--- src/hw/rtl/apfp_pkg.sv ---
// Shared types and constants for the ASCII position frame parser.
// Used by every module under hw/rtl; depends on nothing else.
package apfp_pkg;

  localparam int unsigned FRAME_BYTES_DEF     = 32;
  localparam int unsigned MAX_DIGIT_VALUE_DEF = 99999;

  localparam int unsigned POS_W   = 21;
  localparam int unsigned TIMER_W = 16;

  localparam logic [TIMER_W-1:0] TIMER_MAX     = 16'hFFFF;
  localparam logic [TIMER_W-1:0] TIMEOUT_RESET = 16'd100;

  // Request kinds.
  localparam logic OP_BYTE = 1'b0;
  localparam logic OP_TICK = 1'b1;

  // Frame characters.
  localparam logic [7:0] CH_DOLLAR = 8'h24;
  localparam logic [7:0] CH_B      = 8'h42;
  localparam logic [7:0] CH_COMMA  = 8'h2C;
  localparam logic [7:0] CH_MINUS  = 8'h2D;
  localparam logic [7:0] CH_PLUS   = 8'h2B;
  localparam logic [7:0] CH_HASH   = 8'h23;
  localparam logic [7:0] CH_ZERO   = 8'h30;
  localparam logic [7:0] CH_NINE   = 8'h39;

  typedef struct packed {
    logic                operation;
    logic [7:0]          rx_byte;
    logic [TIMER_W-1:0]  elapsed_ms;
  } apfp_in_t;

  typedef struct packed {
    logic signed [POS_W-1:0] position;
    logic                    position_valid;
    logic                    frame_accepted;
  } apfp_out_t;

  // Completed good frame, from the parser to the hold logic.
  typedef struct packed {
    logic                    good;
    logic signed [POS_W-1:0] position;
  } apfp_evt_t;

endpackage

--- src/hw/rtl/ascii_position_frame_parser_unit.sv ---
// Top level of the ASCII position frame parser: input register, parser,
// hold logic and output register. Depends on apfp_pkg, apfp_parser, apfp_hold.
// A request is held in the input register, and its result in the output register.
// Throughput: one request per cycle while out_stall is low; both sides are registered, so the
// input register and the output register each hold one request.
// Reset (synchronous, rst_n low) empties both registers, clears the frame
// state, position, valid flag and timer, and loads a 100 ms timeout.
module ascii_position_frame_parser_unit
  import apfp_pkg::*;
#(
  parameter int unsigned FRAME_BYTES     = FRAME_BYTES_DEF,
  parameter int unsigned MAX_DIGIT_VALUE = MAX_DIGIT_VALUE_DEF
) (
  input  logic               clk,
  input  logic               rst_n,
  input  logic               cfg_wr_en,
  input  logic [TIMER_W-1:0] cfg_wr_data,
  input  logic               in_valid,
  output logic               in_stall,
  input  apfp_in_t           in_data,
  output logic               out_valid,
  input  logic               out_stall,
  output apfp_out_t          out_data
);

  logic      in_valid_r;
  apfp_in_t  in_data_r;
  logic      out_valid_r;
  apfp_out_t out_data_r;

  logic      stage_fire;
  logic      in_accept;
  apfp_evt_t evt;
  logic signed [POS_W-1:0] position_nxt;
  logic      valid_nxt;

  // A request moves out of the input register whenever the output register
  // is free or being emptied in the same cycle.
  assign stage_fire = in_valid_r && !(out_valid_r && out_stall);
  assign in_stall   = in_valid_r && out_valid_r && out_stall;
  assign in_accept  = in_valid && !in_stall;

  apfp_parser #(
    .FRAME_BYTES    (FRAME_BYTES),
    .MAX_DIGIT_VALUE(MAX_DIGIT_VALUE)
  ) u_parser (
    .clk      (clk),
    .rst_n    (rst_n),
    .byte_fire(stage_fire && (in_data_r.operation == OP_BYTE)),
    .rx_byte  (in_data_r.rx_byte),
    .evt      (evt)
  );

  apfp_hold u_hold (
    .clk         (clk),
    .rst_n       (rst_n),
    .cfg_wr_en   (cfg_wr_en),
    .cfg_wr_data (cfg_wr_data),
    .tick_fire   (stage_fire && (in_data_r.operation == OP_TICK)),
    .elapsed_ms  (in_data_r.elapsed_ms),
    .evt         (evt),
    .position_nxt(position_nxt),
    .valid_nxt   (valid_nxt)
  );

  always_ff @(posedge clk) begin
    if (!rst_n) begin
      in_valid_r  <= 1'b0;
      out_valid_r <= 1'b0;
    end else begin
      if (in_accept) in_valid_r <= 1'b1;
      else if (stage_fire) in_valid_r <= 1'b0;
      if (stage_fire) out_valid_r <= 1'b1;
      else if (!out_stall) out_valid_r <= 1'b0;
    end
  end

  always_ff @(posedge clk) begin
    if (in_accept) in_data_r <= in_data;
    if (stage_fire) begin
      out_data_r.position       <= position_nxt;
      out_data_r.position_valid <= valid_nxt;
      out_data_r.frame_accepted <= evt.good;
    end
  end

  assign out_valid = out_valid_r;
  assign out_data  = out_data_r;

  a_stall_only_when_full: assert property (@(posedge clk) disable iff (!rst_n)
    in_stall |-> (in_valid_r && out_valid_r))
    else $error("input stalled while a register was free");

  a_fire_fills_output: assert property (@(posedge clk) disable iff (!rst_n)
    stage_fire |=> out_valid_r)
    else $error("request left the input register but no result appeared");

  a_accept_sets_valid: assert property (@(posedge clk) disable iff (!rst_n)
    (out_valid_r && out_data_r.frame_accepted) |-> out_data_r.position_valid)
    else $error("good frame reported without a valid position");

  a_tick_never_accepts: assert property (@(posedge clk) disable iff (!rst_n)
    (stage_fire && (in_data_r.operation == OP_TICK)) |=> !out_data_r.frame_accepted)
    else $error("tick request reported a completed frame");

endmodule

--- src/hw/rtl/apfp_parser.sv ---
// Byte-level frame parser: header check, sign, saturating digit accumulation.
// Depends on apfp_pkg.
module apfp_parser
  import apfp_pkg::*;
#(
  parameter int unsigned FRAME_BYTES     = FRAME_BYTES_DEF,
  parameter int unsigned MAX_DIGIT_VALUE = MAX_DIGIT_VALUE_DEF
) (
  input  logic       clk,
  input  logic       rst_n,
  input  logic       byte_fire,
  input  logic [7:0] rx_byte,
  output apfp_evt_t  evt
);

  localparam int unsigned CW = $clog2(FRAME_BYTES + 1);
  localparam int unsigned DW = $clog2(MAX_DIGIT_VALUE + 1);
  localparam int unsigned VW = DW + 4;

  typedef enum logic [3:0] {
    PH_HDR    = 4'b0001,
    PH_COMMA  = 4'b0010,
    PH_SIGN   = 4'b0100,
    PH_DIGITS = 4'b1000
  } phase_t;

  logic          active_r, active_nxt;
  logic [CW-1:0] count_r, count_nxt;
  phase_t        phase_r, phase_nxt;
  logic          neg_r, neg_nxt;
  logic [DW-1:0] digit_r, digit_nxt;
  logic          seen_r, seen_nxt;
  logic          bad_r, bad_nxt;

  logic                 is_digit;
  logic [3:0]           digit_in;
  logic [VW-1:0]        dig_ext;
  logic [VW-1:0]        dig_x10;
  logic [VW-1:0]        dig_sum;
  logic [DW-1:0]        dig_sat;
  logic [VW+POS_W-1:0]  mag_w;
  logic [POS_W-1:0]     mag;
  logic                 good;

  assign is_digit = (rx_byte >= CH_ZERO) && (rx_byte <= CH_NINE);
  assign digit_in = 4'(rx_byte - CH_ZERO);
  assign dig_ext  = VW'(digit_r);
  assign dig_x10  = (dig_ext << 3) + (dig_ext << 1);
  assign dig_sum  = dig_x10 + VW'(digit_in);
  assign dig_sat  = (dig_sum > VW'(MAX_DIGIT_VALUE)) ? DW'(MAX_DIGIT_VALUE)
                                                     : dig_sum[DW-1:0];

  // The position wraps to the result width, so negating the truncated
  // magnitude gives the same bits as negating the full product.
  assign mag_w = {{POS_W{1'b0}}, dig_x10};
  assign mag   = mag_w[POS_W-1:0];

  always_comb begin
    active_nxt = active_r;
    count_nxt  = count_r;
    phase_nxt  = phase_r;
    neg_nxt    = neg_r;
    digit_nxt  = digit_r;
    seen_nxt   = seen_r;
    bad_nxt    = bad_r;
    good       = 1'b0;

    if (rx_byte == CH_DOLLAR) begin
      active_nxt = 1'b1;
      count_nxt  = CW'(1);
      phase_nxt  = PH_HDR;
      neg_nxt    = 1'b0;
      digit_nxt  = '0;
      seen_nxt   = 1'b0;
      bad_nxt    = 1'b0;
    end else if (active_r) begin
      if (count_r >= CW'(FRAME_BYTES)) begin
        active_nxt = 1'b0;
        count_nxt  = '0;
      end else if (rx_byte == CH_HASH) begin
        good       = !bad_r && (phase_r == PH_DIGITS) && seen_r;
        active_nxt = 1'b0;
        count_nxt  = '0;
      end else begin
        count_nxt = count_r + 1'b1;
        if (!bad_r) begin
          unique case (phase_r)
            PH_HDR: begin
              if (rx_byte == CH_B) phase_nxt = PH_COMMA;
              else bad_nxt = 1'b1;
            end
            PH_COMMA: begin
              if (rx_byte == CH_COMMA) phase_nxt = PH_SIGN;
              else bad_nxt = 1'b1;
            end
            PH_SIGN: begin
              phase_nxt = PH_DIGITS;
              if (rx_byte == CH_MINUS) begin
                neg_nxt = 1'b1;
              end else if (rx_byte == CH_PLUS) begin
                neg_nxt = neg_r;
              end else if (is_digit) begin
                digit_nxt = dig_sat;
                seen_nxt  = 1'b1;
              end else begin
                bad_nxt = 1'b1;
              end
            end
            PH_DIGITS: begin
              if (is_digit) begin
                digit_nxt = dig_sat;
                seen_nxt  = 1'b1;
              end else begin
                bad_nxt = 1'b1;
              end
            end
            default: bad_nxt = 1'b1;
          endcase
        end
      end
    end
  end

  assign evt.good     = byte_fire && good;
  assign evt.position = neg_r ? $signed(-mag) : $signed(mag);

  always_ff @(posedge clk) begin
    if (!rst_n) begin
      active_r <= 1'b0;
      count_r  <= '0;
      phase_r  <= PH_HDR;
      neg_r    <= 1'b0;
      digit_r  <= '0;
      seen_r   <= 1'b0;
      bad_r    <= 1'b0;
    end else if (byte_fire) begin
      active_r <= active_nxt;
      count_r  <= count_nxt;
      phase_r  <= phase_nxt;
      neg_r    <= neg_nxt;
      digit_r  <= digit_nxt;
      seen_r   <= seen_nxt;
      bad_r    <= bad_nxt;
    end
  end

endmodule

--- src/hw/rtl/apfp_hold.sv ---
// Held position, valid flag, elapsed timer and the timeout limit register.
// Depends on apfp_pkg.
module apfp_hold
  import apfp_pkg::*;
(
  input  logic                    clk,
  input  logic                    rst_n,
  input  logic                    cfg_wr_en,
  input  logic [TIMER_W-1:0]      cfg_wr_data,
  input  logic                    tick_fire,
  input  logic [TIMER_W-1:0]      elapsed_ms,
  input  apfp_evt_t               evt,
  output logic signed [POS_W-1:0] position_nxt,
  output logic                    valid_nxt
);

  logic [TIMER_W-1:0]      limit_r;
  logic [TIMER_W-1:0]      elapsed_r, elapsed_nxt;
  logic signed [POS_W-1:0] position_r;
  logic                    valid_r;
  logic [TIMER_W-1:0]      elapsed_add;

  // The sum is taken only when it stays below the timer ceiling.
  always_comb begin
    elapsed_add = elapsed_r;
    if (elapsed_r < (TIMER_MAX - elapsed_ms)) elapsed_add = elapsed_r + elapsed_ms;
  end

  always_comb begin
    elapsed_nxt  = elapsed_r;
    position_nxt = position_r;
    valid_nxt    = valid_r;
    if (evt.good) begin
      elapsed_nxt  = '0;
      position_nxt = evt.position;
      valid_nxt    = 1'b1;
    end else if (tick_fire) begin
      elapsed_nxt = elapsed_add;
      if (elapsed_add > limit_r) begin
        elapsed_nxt = limit_r;
        valid_nxt   = 1'b0;
      end
    end
  end

  always_ff @(posedge clk) begin
    if (!rst_n) begin
      limit_r    <= TIMEOUT_RESET;
      elapsed_r  <= '0;
      position_r <= '0;
      valid_r    <= 1'b0;
    end else begin
      if (cfg_wr_en) limit_r <= cfg_wr_data;
      elapsed_r  <= elapsed_nxt;
      position_r <= position_nxt;
      valid_r    <= valid_nxt;
    end
  end

endmodule
--- config.mk ---
export PLATFORM = sky130hd
export DESIGN_NAME = ascii_position_frame_parser_unit
export DESIGN_NICKNAME = d
export VERILOG_FILES = /design/src/hw/rtl/apfp_pkg.sv /design/src/hw/rtl/ascii_position_frame_parser_unit.sv /design/src/hw/rtl/apfp_parser.sv /design/src/hw/rtl/apfp_hold.sv
export SDC_FILE = /design/constraint.sdc
export NUM_CORES = 1
export LEC_CHECK = 0
export BUFFER_PORTS_ARGS = -buffer_cell sky130_fd_sc_hd__clkbuf_2
export CAP_MARGIN = 20
export CORE_UTILIZATION = 54
export CTS_CLUSTER_DIAMETER = 120
export DETAILED_ROUTE_END_ITERATION = 6
export GPL_ROUTABILITY_DRIVEN = 0
export PLACE_DENSITY = 0.76
export SLEW_MARGIN = 20
export SYNTH_ARGS = -nofsm -noshare
export SYNTH_HDL_FRONTEND = slang
export SYNTH_SLANG_ARGS = --single-unit
--- constraint.sdc ---
create_clock -name clk -period 4.2 [get_ports clk]
set_input_delay 0.21 -clock clk [delete_from_list [all_inputs] [get_ports clk]]
set_output_delay 0.21 -clock clk [all_outputs]
set_load 0.02 [all_outputs]
==> results.json <==
{
  "outcome": "complete, but fails checks",
  "failed_checks": "setup timing",
  "maxCapViolCount": 0,
  "coreArea_sq_mm": 0.0159,
  "rsz0062_at_grt": "true",
  "die_y_microns": 130,
  "vdd_drop_max_v": 0.000307,
  "setup_slack_ps": -172,
  "remaining_drc_errors": 0,
  "skew_ps": 9.94,
  "fin_area_sq_mm": 0.0109,
  "final_net_count": 1233,
  "clkLatencyLatePin_ps": 430,
  "postRouteWirelength_mm": 24.2,
  "relSlewSlack_pct": 25.0,
  "placed_cell_area_sq_mm": 0.00961,
  "grt_max_degree": 37,
  "grt_pass1_wl_mm": 36.0,
  "num_rows": 46,
  "crit_required_ps": 4470,
  "syn-instance-count": 1000,
  "ctsLongestPathBuffers": 2,
  "ys_seq_elements": 135,
  "grt_pass1_vias": 7254,
  "clock-sinks": 135,
  "p_leak_uw": 0.00445,
  "track_usage_pct": 27.4,
  "cp-end-kind": "flip-flop",
  "fp.dieW_microns": 130,
  "vias": 8238,
  "power_uw": 3590,
  "powerDensity_mw_per_mm2": 329,
  "fmax_mhz": 229,
  "path_clk_slew_ps": 60,
  "die_area_sq_mm": 0.0168,
  "yosys_warnings": 0,
  "wl_per_cell_microns": 17.8,
  "ios": 71,
  "synthFlopType": "dfxtp_1",
  "syn_to_final_growth_pct": 23.9,
  "crit_type": "reg2reg",
  "numPortBuffers": 70,
  "drtIter0Drc": 847,
  "numCtsBuffers": 17,
  "path_max_fanout": 9,
  "fin_cells": 1359,
  "hp-class": "in2reg",
  "antenna_found_initial": 0,
  "synth_edf_count": 48,
  "synth-async-reset-ratio_pct": 0,
  "initial_core_util_pct": 55.5,
  "setup_violations": 17,
  "hold_viol": 0,
  "detail-route-antenna-nets": 0,
  "fin_crit_sh_pct": 104,
  "seq_area_frac_synth_pct": 36.1,
  "grt_overflow": 0,
  "dp_cells": 1287,
  "hpwl_mm": 16.3,
  "finalCriticalPeriod_ps": 4370,
  "worst_pin_slew_ps": 1120,
  "synthDistinctLibCells": 84,
  "drv_slew": 0,
  "synth_area_per_cell_sq_um": 8.81,
  "crit_arrival_ps": 4640,
  "cts_max_level": 4,
  "cts-root-buf": "clkbuf_16",
  "drt-pass1-iter-count": 6,
  "drive_gt1_share_pct": 23.3,
  "cts_tree": "built",
  "syn_area_sq_mm": 0.00881,
  "n_antenna_cell": 0,
  "via_per_inst": 6.06,
  "startpoint_type": "flip-flop",
  "whs_ps": 8.21,
  "synth_fp_nets": 1103
}
layout by cell type (no fill, tap or decap), drive strengths merged, types with 14 or more instances in the layout:
cell type / Yosys / layout
a211oi: 21 / 21
nand3: 28 / 28
dlygate4sd3: 0 / 24
nor3: 26 / 26
mux2i: 18 / 18
xor2: 17 / 17
edfxtp: 48 / 48
a21o: 22 / 22
buf: 9 / 64
nor4: 14 / 14
nand4: 15 / 15
dfxtp: 87 / 87
clkbuf: 38 / 91
nor2: 63 / 63
xnor2: 38 / 38
and2: 25 / 25
o21ai: 58 / 58
nand2: 99 / 99
o21a: 14 / 14
a21oi: 67 / 67
inv: 56 / 57
ha: 54 / 54
and3: 22 / 22
cells by family (layout without fill, tap and decap cells):
kind of cell	count (synthesis)	in the layout	synth area share, %
compound gates	278	278	22.5
xor+xnor	55	55	5.55
fa+ha+maj	57	57	8.35
buf+inv	103	246	4.56
flops	135	135	36.1
mux	19	19	2.17
simple gates	353	353	20.7
repair_timing:
| action | in CTS | in global routing |
|---|---|---|
| gates resized for setup | 20 | 71 |
| pin swaps | 7 | 38 |
| cloned | 1 | 0 |
| setup buffers | 4 | 11 |
| endpoints found under the hold margin | 24 | 0 |
| endpoints found under the setup margin | 18 | 33 |
| hold buffers | 24 | 0 |
metal layers:
metal	global-route usage [%]	share of wire, %	up-vias	wire length, microns
met4	10.7	3.3	0	787
met5	0	0	-	0
met2	43.0	46	347	11100
met3	4.76	6.4	69	1560
li1	-	-	3940	-
met1	37.8	45	3882	10800
report_power, final:
group	internal [uW]	switching (uW)
sequential	1400	32.5
combinational	340	423
clock	814	583
total	2560	1040
Yosys cell counts (7+ instances only):
library cell / count / area [sq um]
nor4_1: 12 / 75.1
a21o_1: 22 / 165
nand3_1: 27 / 135
o31ai_1: 8 / 60.1
or4_1: 7 / 52.6
o21a_1: 14 / 105
nand4_1: 15 / 93.8
nor3_1: 25 / 125
nand2_1: 99 / 372
clkbuf_1: 38 / 143
xnor2_1: 38 / 333
o21ai_0: 44 / 220
ha_1: 54 / 676
dfxtp_1: 87 / 1740
and2_1: 25 / 156
xor2_1: 16 / 140
a21oi_1: 65 / 325
a211oi_1: 12 / 90.1
or3_1: 10 / 62.6
edfxtp_1: 48 / 1440
nor2_1: 62 / 233
and3_1: 22 / 138
a31oi_1: 10 / 62.6
o21ai_1: 14 / 70.1
inv_1: 56 / 210
nor2b_1: 11 / 68.8
a211oi_2: 9 / 113
o211ai_1: 8 / 60.1
o311ai_0: 9 / 78.8
or2_2: 10 / 62.6
mux2i_1: 18 / 180
cell type report:
| class | count | area, sq um |
|---|---|---|
| multi-input combinational | 762 | 5610 |
| fill | 1209 | 4970 |
| sequential | 135 | 3180 |
| timing repair buffer | 158 | 1100 |
| clock buffer | 21 | 440 |
| tap | 216 | 270 |
| inverter | 56 | 210 |
| clock inverter | 11 | 103 |
registers in the layout (all words and copies together) (netlist names), 4 cells and up:
name,flops
u_hold.elapsed_r,16
u_parser.count_r,6
u_hold.position_r,21
u_parser.digit_r,17
u_parser.phase_r,4
u_hold.limit_r,16
out_data,23
in_data_r,25
through the flow:
stage,TNS (ps),setup slack (ps),utilization (%)
3_3_place_gp,-312,-42.9,60.5
4_1_cts,-1.87,-1.87,65.9
2_1_floorplan,-374,-43.0,-
3_5_place_dp,-1930,-193,60.5
5_1_grt,-5660,-378,68.7
6_report,-2410,-172,68.7
path summary, 6_finish.rpt:
check,startpoint,end,slack (ps),cells past startpoint
worst max-delay path,in_data_r[1]$_DFFE_PP_,u_hold.elapsed_r[6]$_SDFFE_PP0P_,-170,23
worst min register to register,u_hold.position_r[0]$_SDFF_PN0_,u_hold.position_r[0]$_SDFF_PN0_,470,1
worst max register to register,in_data_r[1]$_DFFE_PP_,u_hold.elapsed_r[6]$_SDFFE_PP0P_,-170,23
worst min-delay path,in_valid,in_valid_r$_SDFFE_PN0P_,8,3
worst max-delay path, stage by stage, from the launching register on:
cell and delay (ps):
edfxtp_1 440, ha_4 270, nor2b_4 120, o21ai_1 140, a21oi_1 100, o21ai_1 140
a21oi_1 70, or3_1 400, buf_6 160, buf_4 130, buf_4 150, nand3_4 90
and2_4 160, ha_4 190, nor2b_4 120, o21a_1 170, o21ai_1 200, a21oi_1 110
a31oi_1 240, o21a_2 230, nor2_4 60, buf_6 150, o311ai_2 240, a21oi_1 110
(Power assumes the default switching activity.)
